===== config.mk =====
export PLATFORM = sky130hd
export DESIGN_NAME = pbac_class
export DESIGN_NICKNAME = d
export VERILOG_FILES = /design/src/rtl/pbac_pkg.sv /design/src/rtl/pbac_class.sv
export SDC_FILE = /design/constraint.sdc
export NUM_CORES = 1
export LEC_CHECK = 0
export BUFFER_PORTS_ARGS = -buffer_cell sky130_fd_sc_hd__buf_2
export CAP_MARGIN = 30
export CORE_AREA = 2 2 119 121
export CTS_CLUSTER_DIAMETER = 60
export DETAILED_ROUTE_END_ITERATION = 8
export DIE_AREA = 0 0 121 123
export PLACE_DENSITY_LB_ADDON = 0.3
export SYNTH_ARGS = -nofsm -noshare
export SYNTH_HDL_FRONTEND = slang
export SYNTH_SLANG_ARGS = --single-unit

===== constraint.sdc =====
create_clock -name clk -period 1.7 [get_ports clk]
set_input_delay 0.51 -clock clk [delete_from_list [all_inputs] [get_ports clk]]
set_output_delay 0.51 -clock clk [all_outputs]
set_load 0.005 [all_outputs]

===== src/rtl/pbac_pkg.sv =====
// ----------------------------------------------------------------------------
// pbac_pkg
// Shared types, widths and codes for the proxy bypass address classifier.
// ----------------------------------------------------------------------------
package pbac_pkg;

  localparam int MAX_RULES    = 64;   // cells in the rule chain, 1 to 64
  localparam int ADDR_W       = 64;
  localparam int RULE_IDX_W   = 6;
  localparam int PREFIX_W     = 8;
  localparam int CAT_W        = 3;
  localparam int CELL_IDX_W   = 8;    // holds any cell number up to 255
  localparam int RULE_COUNT_W = 7;
  localparam int CFG_IDX_W    = 3;
  localparam int CFG_DATA_W   = 7;

  // input modes
  localparam logic MODE_CLASSIFY = 1'b0;
  localparam logic MODE_WRITE    = 1'b1;

  // result categories
  localparam logic [CAT_W-1:0] CAT_NONE     = 3'd0;
  localparam logic [CAT_W-1:0] CAT_LOOPBACK = 3'd1;
  localparam logic [CAT_W-1:0] CAT_PRIVATE  = 3'd2;
  localparam logic [CAT_W-1:0] CAT_LAN      = 3'd3;
  localparam logic [CAT_W-1:0] CAT_CGNAT    = 3'd4;
  localparam logic [CAT_W-1:0] CAT_CIDR     = 3'd5;

  // configuration register indexes
  localparam logic [CFG_IDX_W-1:0] REG_POLICY_VALID      = 3'd0;
  localparam logic [CFG_IDX_W-1:0] REG_ENABLE_LOOPBACK   = 3'd1;
  localparam logic [CFG_IDX_W-1:0] REG_ENABLE_PRIVATE    = 3'd2;
  localparam logic [CFG_IDX_W-1:0] REG_ENABLE_LINK_LOCAL = 3'd3;
  localparam logic [CFG_IDX_W-1:0] REG_ENABLE_CGNAT      = 3'd4;
  localparam logic [CFG_IDX_W-1:0] REG_RULE_COUNT        = 3'd5;

  // item as it travels down the chain
  typedef struct packed {
    logic                  mode;
    logic                  is_ipv6;
    logic [ADDR_W-1:0]     address_high;
    logic [ADDR_W-1:0]     address_low;
    logic [RULE_IDX_W-1:0] rule_index;
    logic [PREFIX_W-1:0]   pfx_len;
    logic                  skip;   // policy invalid: no rule may hit
    logic [CAT_W-1:0]      cat;    // first hit so far, CAT_NONE if none
  } item_t;

  // class check controls
  typedef struct packed {
    logic policy_valid;
    logic enable_loopback;
    logic enable_private;
    logic enable_link_local;
    logic enable_cgnat;
  } cls_cfg_t;

endpackage


===== src/rtl/pbac_class.sv =====
// ----------------------------------------------------------------------------
// pbac_class
// Head stage: fixed class checks (loopback, private, link-local, CGNAT).
// ----------------------------------------------------------------------------
module pbac_class (
  input  logic               clk,
  input  logic               rst_n,
  input  logic               adv,
  input  pbac_pkg::cls_cfg_t cfg,
  input  logic               vld_i,
  input  pbac_pkg::item_t    item_i,
  output logic               vld_o,
  output pbac_pkg::item_t    item_o
);

  logic            vld_r;
  pbac_pkg::item_t item_r, item_nxt;
  logic [7:0]      b0, b1;
  logic            v6;
  logic            hit_loop, hit_priv, hit_ll, hit_cgnat;

  always_comb begin
    v6 = item_i.is_ipv6;
    if (v6) begin
      b0 = item_i.address_high[63:56];
      b1 = item_i.address_high[55:48];
    end else begin
      b0 = item_i.address_low[31:24];
      b1 = item_i.address_low[23:16];
    end

    hit_loop  = v6 ? (item_i.address_high == '0 && item_i.address_low == 64'd1)
                   : (b0 == 8'd127);
    hit_priv  = v6 ? ((b0 & 8'hfe) == 8'hfc)
                   : (b0 == 8'd10 || (b0 == 8'd172 && b1 >= 8'd16 && b1 <= 8'd31) ||
                      (b0 == 8'd192 && b1 == 8'd168));
    hit_ll    = v6 ? (b0 == 8'hfe && (b1 & 8'hc0) == 8'h80)
                   : (b0 == 8'd169 && b1 == 8'd254);
    hit_cgnat = !v6 && b0 == 8'd100 && b1 >= 8'd64 && b1 <= 8'd127;

    item_nxt      = item_i;
    item_nxt.skip = !cfg.policy_valid;
    item_nxt.cat  = pbac_pkg::CAT_NONE;
    if (item_i.mode == pbac_pkg::MODE_CLASSIFY && cfg.policy_valid) begin
      if (cfg.enable_loopback && hit_loop) begin
        item_nxt.cat = pbac_pkg::CAT_LOOPBACK;
      end else if (cfg.enable_private && hit_priv) begin
        item_nxt.cat = pbac_pkg::CAT_PRIVATE;
      end else if (cfg.enable_link_local && hit_ll) begin
        item_nxt.cat = pbac_pkg::CAT_LAN;
      end else if (cfg.enable_cgnat && hit_cgnat) begin
        item_nxt.cat = pbac_pkg::CAT_CGNAT;
      end
    end
  end

  always_ff @(posedge clk) begin
    if (!rst_n) begin
      vld_r <= 1'b0;
    end else if (adv) begin
      vld_r <= vld_i;
    end
    if (adv) begin
      item_r <= item_nxt;
    end
  end

  assign vld_o  = vld_r;
  assign item_o = item_r;

endmodule


==> metrics.csv, run 1 <==
metric;value;unit
synth-xor-area-share;0;%
wirelength;15000;um
final_layout_size_suffix_gt1_share;64.2;%
setup_viol;0;
area_growth;57.8;%
slew_violations;0;
via_count;3892;
antenna_found_initial;2;
clkLatencyLatePin;0.41;ns
rsz0062_at_grt;true;
crit_top_cell;nor4_4;
ys.warnings.count;0;
vdd_drop_max;702;uV
cts_tree;yes;
cp_slowest_stage_delay;0.27;ns
synth_seq_cells;149;
fin_skew;0;ns
ys_seq_area_share;86.0;%
synth_ff_type;edfxtp_1;
clockBufferDepth;2;
min_period;1.66;ns
worstSetupStartpointType;input port;
place_area;0.00742;mm^2
h-tree-depth;4;
worstMarginPinSlew;0.374;ns
synth_cells;254;
hold_path_class;in -> reg;
synthAdderAreaFrac;0;%
start_util;38.1;%
async_flop_share;0;%
synth_top_area_share;85.6;%
pin_count;306;
synth_mux_area_share;0.386;%
utilization;60.2;%
cts_buffers;17;
n_fill_cell;1097;
drtIter0Drc;214;
cpMaxStageDelayCell;nor4_4;
final_antenna_net_count;0;
cts-root-buf;clkbuf_16;
yosysUniqueCellTypes;34;
yosysTopAreaCell;edfxtp_1;
hold_violations;0;
core;0.0136;mm^2
finalInstanceArea;0.00819;mm^2
first_pass_iters;4;
wl_per_cell;18.2;um
die_x;121;um
synth_simple_gate_area_share;11.0;%
syn_nets;411;
critPathKind;in -> reg;
dp.cells;793;
avgSynthCellArea;20.4;um^2
synth_compound_area_share;2.10;%
vias_per_cell;4.71;
min_period_over_period;97.4;%
synth_edf_count;148;
end_kind;flop;
crit_fanout;2;
rows;43;
synth_area;0.00519;mm^2
dp.final_hpwl;11700;um
tns;0;ns
drc;0;
critical_path.cell_chain;buf_8 -> nor4_4 -> buf_4 -> nand4_1 -> nor4_4 -> a41o_1 -> a211oi_2;
grtUsageTotal;19.7;%
clk_pin_slew;0.06;ns
portBuffers;301;
die-area;0.0149;mm^2
grt_max_degree;32;
cp_data_required_time;1.85;ns
place_congestion;0.903;
cp.arrival;1.81;ns
die_h;123;um
slew_headroom;74.7;%
grt_pass1_wl;21200;um
synth_top_family_by_area;simple AND/OR/NAND/NOR gates;
first_global_vias;4056;
leakage;3.43;nW
nNetsFinal;790;
synthTopCellsByArea;edfxtp_1 (86%), nor4_1 (3.3%), nand4_1 (1.3%);
maxCapViolations;0;
power_density;1100;mW/mm^2
overflow;0;
clock-sinks;149;
finalNonFillerCells;827;
fmax;0.604;GHz
status;completed;
-- worst paths after layout --
check,from,endpoint,slack (ns),cells after the start
setup reg to reg,vld_o,vld_o,1.11,2
setup / recovery,item_i[55],item_o[1],0.04,7
hold / removal,item_i[6],item_o[6],0.27,1
hold reg to reg,vld_o,vld_o,0.52,2
-- cells in the mapped netlist, types with 2 or more instances --
master and instances:
edfxtp_1 148, nor4_1 27, nand4_1 11, nor3_1 9, nand3_1 6, nor2_1 6, a21oi_1 4, nand2_1 4
nor4b_1 4, inv_1 3, nor4_2 3, a31oi_1 2, mux2i_1 2, nand2b_1 2, nand4b_1 2, nor2b_1 2
nor3b_2 2
-- layer usage --
layer	global-route usage, %	share of wire, %
met4	6.98	1.2
met2	35.3	53
met1	20.4	36
met5	0	0
met3	8.67	9.1
-- report_power, final --
group          internal, W  leakage (nW)  total [W]  switching (W)
combinational     0.000437          1.69   0.000866       0.000429
clock              0.00230         0.285    0.00372        0.00143
sequential         0.00436          1.46    0.00443      0.0000682
-- what timing repair did --
item	CTS	global route
gates resized for setup	5	26
hold buffers	0	0
setup endpoints to repair	3	3
pin swaps	7	14
setup buffers	1	0
-- sequential cells by signal, indices dropped and copies added (netlist names) --
name	cells
item_o	148
vld_o	1
-- final cells by class --
class	count	area, um^2	share of cell area [%]
flip-flops and latches	149	4460	54.5
well taps	180	225	2.75
multi-input cells	100	853	10.4
repair buffers	361	2040	24.9
clock inverters	14	159	1.94
inverters	4	15.0	0.183
diodes	1	2.50	0.0306
clock buffers	18	429	5.24
-- metrics by stage --
| step | setup slack [ns] | hold slack [ns] | total power (W) |
|---|---|---|---|
| after detailed placement | -0.643 | 0.513 | 0.00534 |
| after global routing | -0.0286 | 0.237 | 0.00936 |
| final | 0.0439 | 0.272 | 0.00902 |
| after global placement | -0.593 | 0.491 | 0.00532 |
| after CTS | 0.000965 | 0.247 | 0.00909 |
| after floorplan | -0.00466 | 0.507 | 0.00461 |
-- layout by cell type, fill, tap and decap left out, drive strengths merged --
cell type  count
a211oi         2
a21oi          4
a311oi         1
a31oi          2
a32oi          1
a41o           1
and4           1
and4b          1
and4bb         1
buf          361
bufinv         3
clkbuf        18
clkinv         7
clkinvlp       2
dfxtp          1
diode          1
edfxtp       148
inv            6
mux2i          2
nand2          4
nand2b         2
nand3          6
nand4         11
nand4b         3
nor2           6
nor2b          2
nor3          10
nor3b          2
nor4          30
nor4b          5
o2111ai        1
o21ai          1
o2bb2ai        1
-- critical path: cells and delay by family --
family	cells	cell delay, ns
and+or+nand+nor	3	0.71
buffers and inverters	2	0.26
AOI/OAI and AO/OA	2	0.32
-- kinds of logic after synthesis --
family | count (synthesis)
simple gates | 84
flops | 149
buf+inv | 5
mux | 2
compound gates | 14
(Power assumes the default switching activity.)
==> run 2: changes to the inputs <==
--- a/config.mk
+++ b/config.mk
@@ -7,10 +7,11 @@
 export LEC_CHECK = 0
 export BUFFER_PORTS_ARGS = -buffer_cell sky130_fd_sc_hd__buf_2
 export CAP_MARGIN = 30
-export CORE_AREA = 2 2 119 121
+export CORE_ASPECT_RATIO = 0.8
+export CORE_UTILIZATION = 39
 export CTS_CLUSTER_DIAMETER = 60
 export DETAILED_ROUTE_END_ITERATION = 8
-export DIE_AREA = 0 0 121 123
+export MAX_ROUTING_LAYER = met4
 export PLACE_DENSITY_LB_ADDON = 0.3
 export SYNTH_ARGS = -nofsm -noshare
 export SYNTH_HDL_FRONTEND = slang
==> run 2 against run 1 <==
  * Clock skew did not move
  * Wire length decreased by 2.4%
  * Highest routed layer unchanged
  * Critical endpoint unchanged
  * Non-clock buffer count grew 7
==> metrics.csv, run 2 (same netlist as run 1, synthesis figures left out) <==
metric;value;unit;change
status;completed;;
hold_path_class;in -> reg;;
place_area;0.00748;mm^2;+0.72%
finalInstanceArea;0.00815;mm^2;-0.53%
final_common_cell;buf_2;;
slew_headroom;70.0;%;-4.7 points
p_seq_share;49.5;%;+0.4 points
cts_setup_buffers;0;;-1
r2r-end;vld_o;;
worst_hold_path.num_cells;1;;unchanged
first_pass_iters;4;;unchanged
min_to;item_o[7];;
wl_per_cell;17.7;um;-2.7%
place_ws;-0.450;ns;+0.193 ns
nNetsFinal;797;;+0.89%
clkLatencyLatePin;0.41;ns;about the same
core;0.0129;mm^2;-5.1%
grtUsageTotal;22.1;%;+2.5 points
pwr-share-comb;9.6;%;about the same
grt_pass1_wl;21100;um;-0.39%
fmax;0.602;GHz;-0.38%
cts_tree;yes;;
fin_skew;0;ns;unchanged
clock-sinks;149;;unchanged
worstSetupStartpointType;input port;;
final_antenna_net_count;0;;unchanged
cts_buffers;17;;unchanged
r2r_slack;1.08;ns;-0.03 ns
cp_slowest_stage_delay;0.32;ns;+0.05 ns
slew_violations;0;;unchanged
overflow;0;;unchanged
end_kind;flop;;
die_h;105;um;-14%
finalPower;0.00894;W;-0.83%
antenna_found_initial;2;;unchanged
cts-root-buf;clkbuf_16;;
vdd_drop_max;760;uV;+8.3%
tns;0;ns;unchanged
reg2reg_depth;2;;unchanged
start_util;40.2;%;+2.1 points
grt_max_degree;37;;+16%
final_layout_size_suffix_gt1_share;65.1;%;+0.84 points
min_period_over_period;97.8;%;+0.37 points
worstMarginPinSlew;0.444;ns;+0.0699 ns
cpMaxStageDelayCell;nor4_2;;
p_clk_share;41.0;%;-0.3 points
cp.arrival;1.81;ns;about the same
die_x;131;um;+8.2%
postCtsHoldBufs;0;;unchanged
first_global_vias;3943;;-2.8%
rows;37;;-14%
portBuffers;301;;unchanged
worst_slack;0.0376;ns;-0.00625 ns
setup_viol;0;;unchanged
critPathKind;in -> reg;;
vias_per_cell;4.81;;+2.3%
wirelength;14700;um;-2.4%
min_period;1.66;ns;+0.00625 ns
critical_path.cell_chain;buf_2 -> nor4_2 -> nand4_1 -> nor4_2 -> a41o_1 -> a211oi_2;;
internal_power;0.00696;W;-1.9%
clockBufferDepth;2;;unchanged
holdWs;0.266;ns;-0.00588 ns
netSwitchingFraction;22.2;%;+0.86 points
cp_data_required_time;1.85;ns;about the same
regToRegStartpoint;vld_o;;
largest_register_ffs;148;;unchanged
power_density;1100;mW/mm^2;-0.30%
h-tree-depth;4;;unchanged
drc;0;;unchanged
worstHoldStart;item_i[7];;
clk_pin_slew;0.06;ns;about the same
crit_fanout;2;;unchanged
hold_violations;0;;unchanged
dp.final_hpwl;11700;um;-0.15%
leakage;3.42;nW;-0.22%
cp-startpoint;item_i[28];;
place_congestion;0.827;;-8.4%
via_count;3995;;+2.6%
pin_count;306;;unchanged
p_sw;0.00199;W;+3.2%
most-common-layout-cells;buf_2 (299), edfxtp_1 (148), buf_4 (64);;
drtIter0Drc;182;;-15%
crit_top_cell;nor4_2;;
die-area;0.0138;mm^2;-7.4%
maxCapViolations;0;;unchanged
area_growth;57.0;%;
==> run 2: worst max path at each step <==
stage / end
after floorplan: item_o[2]
after global placement: item_o[2]
after detailed placement: item_o[2]
after CTS: item_o[2]
after global routing: item_o[1]
final: item_o[1]
==> run 2: layer usage <==
layer / global-route usage, % / up-vias / part of all wire [%]
li1: - / 1864 / -
met1: 26.3 / 1913 / 40
met2: 35.5 / 204 / 50
met3: 6.55 / 14 / 8.5
met4: 7.96 / 0 / 1.3
met5: - / - / 0
==> run 2: layout make-up <==
class	count	area, um^2
Timing Repair Buffer	368	2060
Inverter	4	15.0
Antenna cell	2	5.00
Multi-Input combinational cell	100	808
Sequential cell	149	4460
Fill cell	1011	4770
Clock buffer	17	425
Clock inverter	15	154
Tap cell	175	219
==> run 2: critical path, delay by kind of cell <==
family	cells	cell delay [ns]
AND/OR/NAND/NOR	3	0.87
AO/OA/AOI/OAI	2	0.32
buffers and inverters	1	0.11
==> run 2: power by group through the flow <==
| stage | logic, W | clock network, W | registers, W |
|---|---|---|---|
| 2_1_floorplan | 0.0000548 | 0 | 0.00455 |
| 3_3_place_gp | 0.000839 | 0 | 0.00449 |
| 3_5_place_dp | 0.000851 | 0 | 0.00450 |
| 4_1_cts | 0.000858 | 0.00371 | 0.00443 |
| 5_1_grt | 0.000931 | 0.00385 | 0.00445 |
| 6_report | 0.000855 | 0.00366 | 0.00442 |
==> run 2: repair_timing <==
action,CTS,global route
gates resized for setup,3,12
hold endpoints to repair,0,0
endpoints found under the setup margin,2,3
pin swaps,0,7
gates cloned,0,0
==> run 2: metrics by stage <==
stage               utilization (%)  std cells
floorplan                         -        254
global placement               57.9        796
detailed placement             57.9        796
CTS                            62.5        828
global route                   63.1        830
finish                         63.1        830
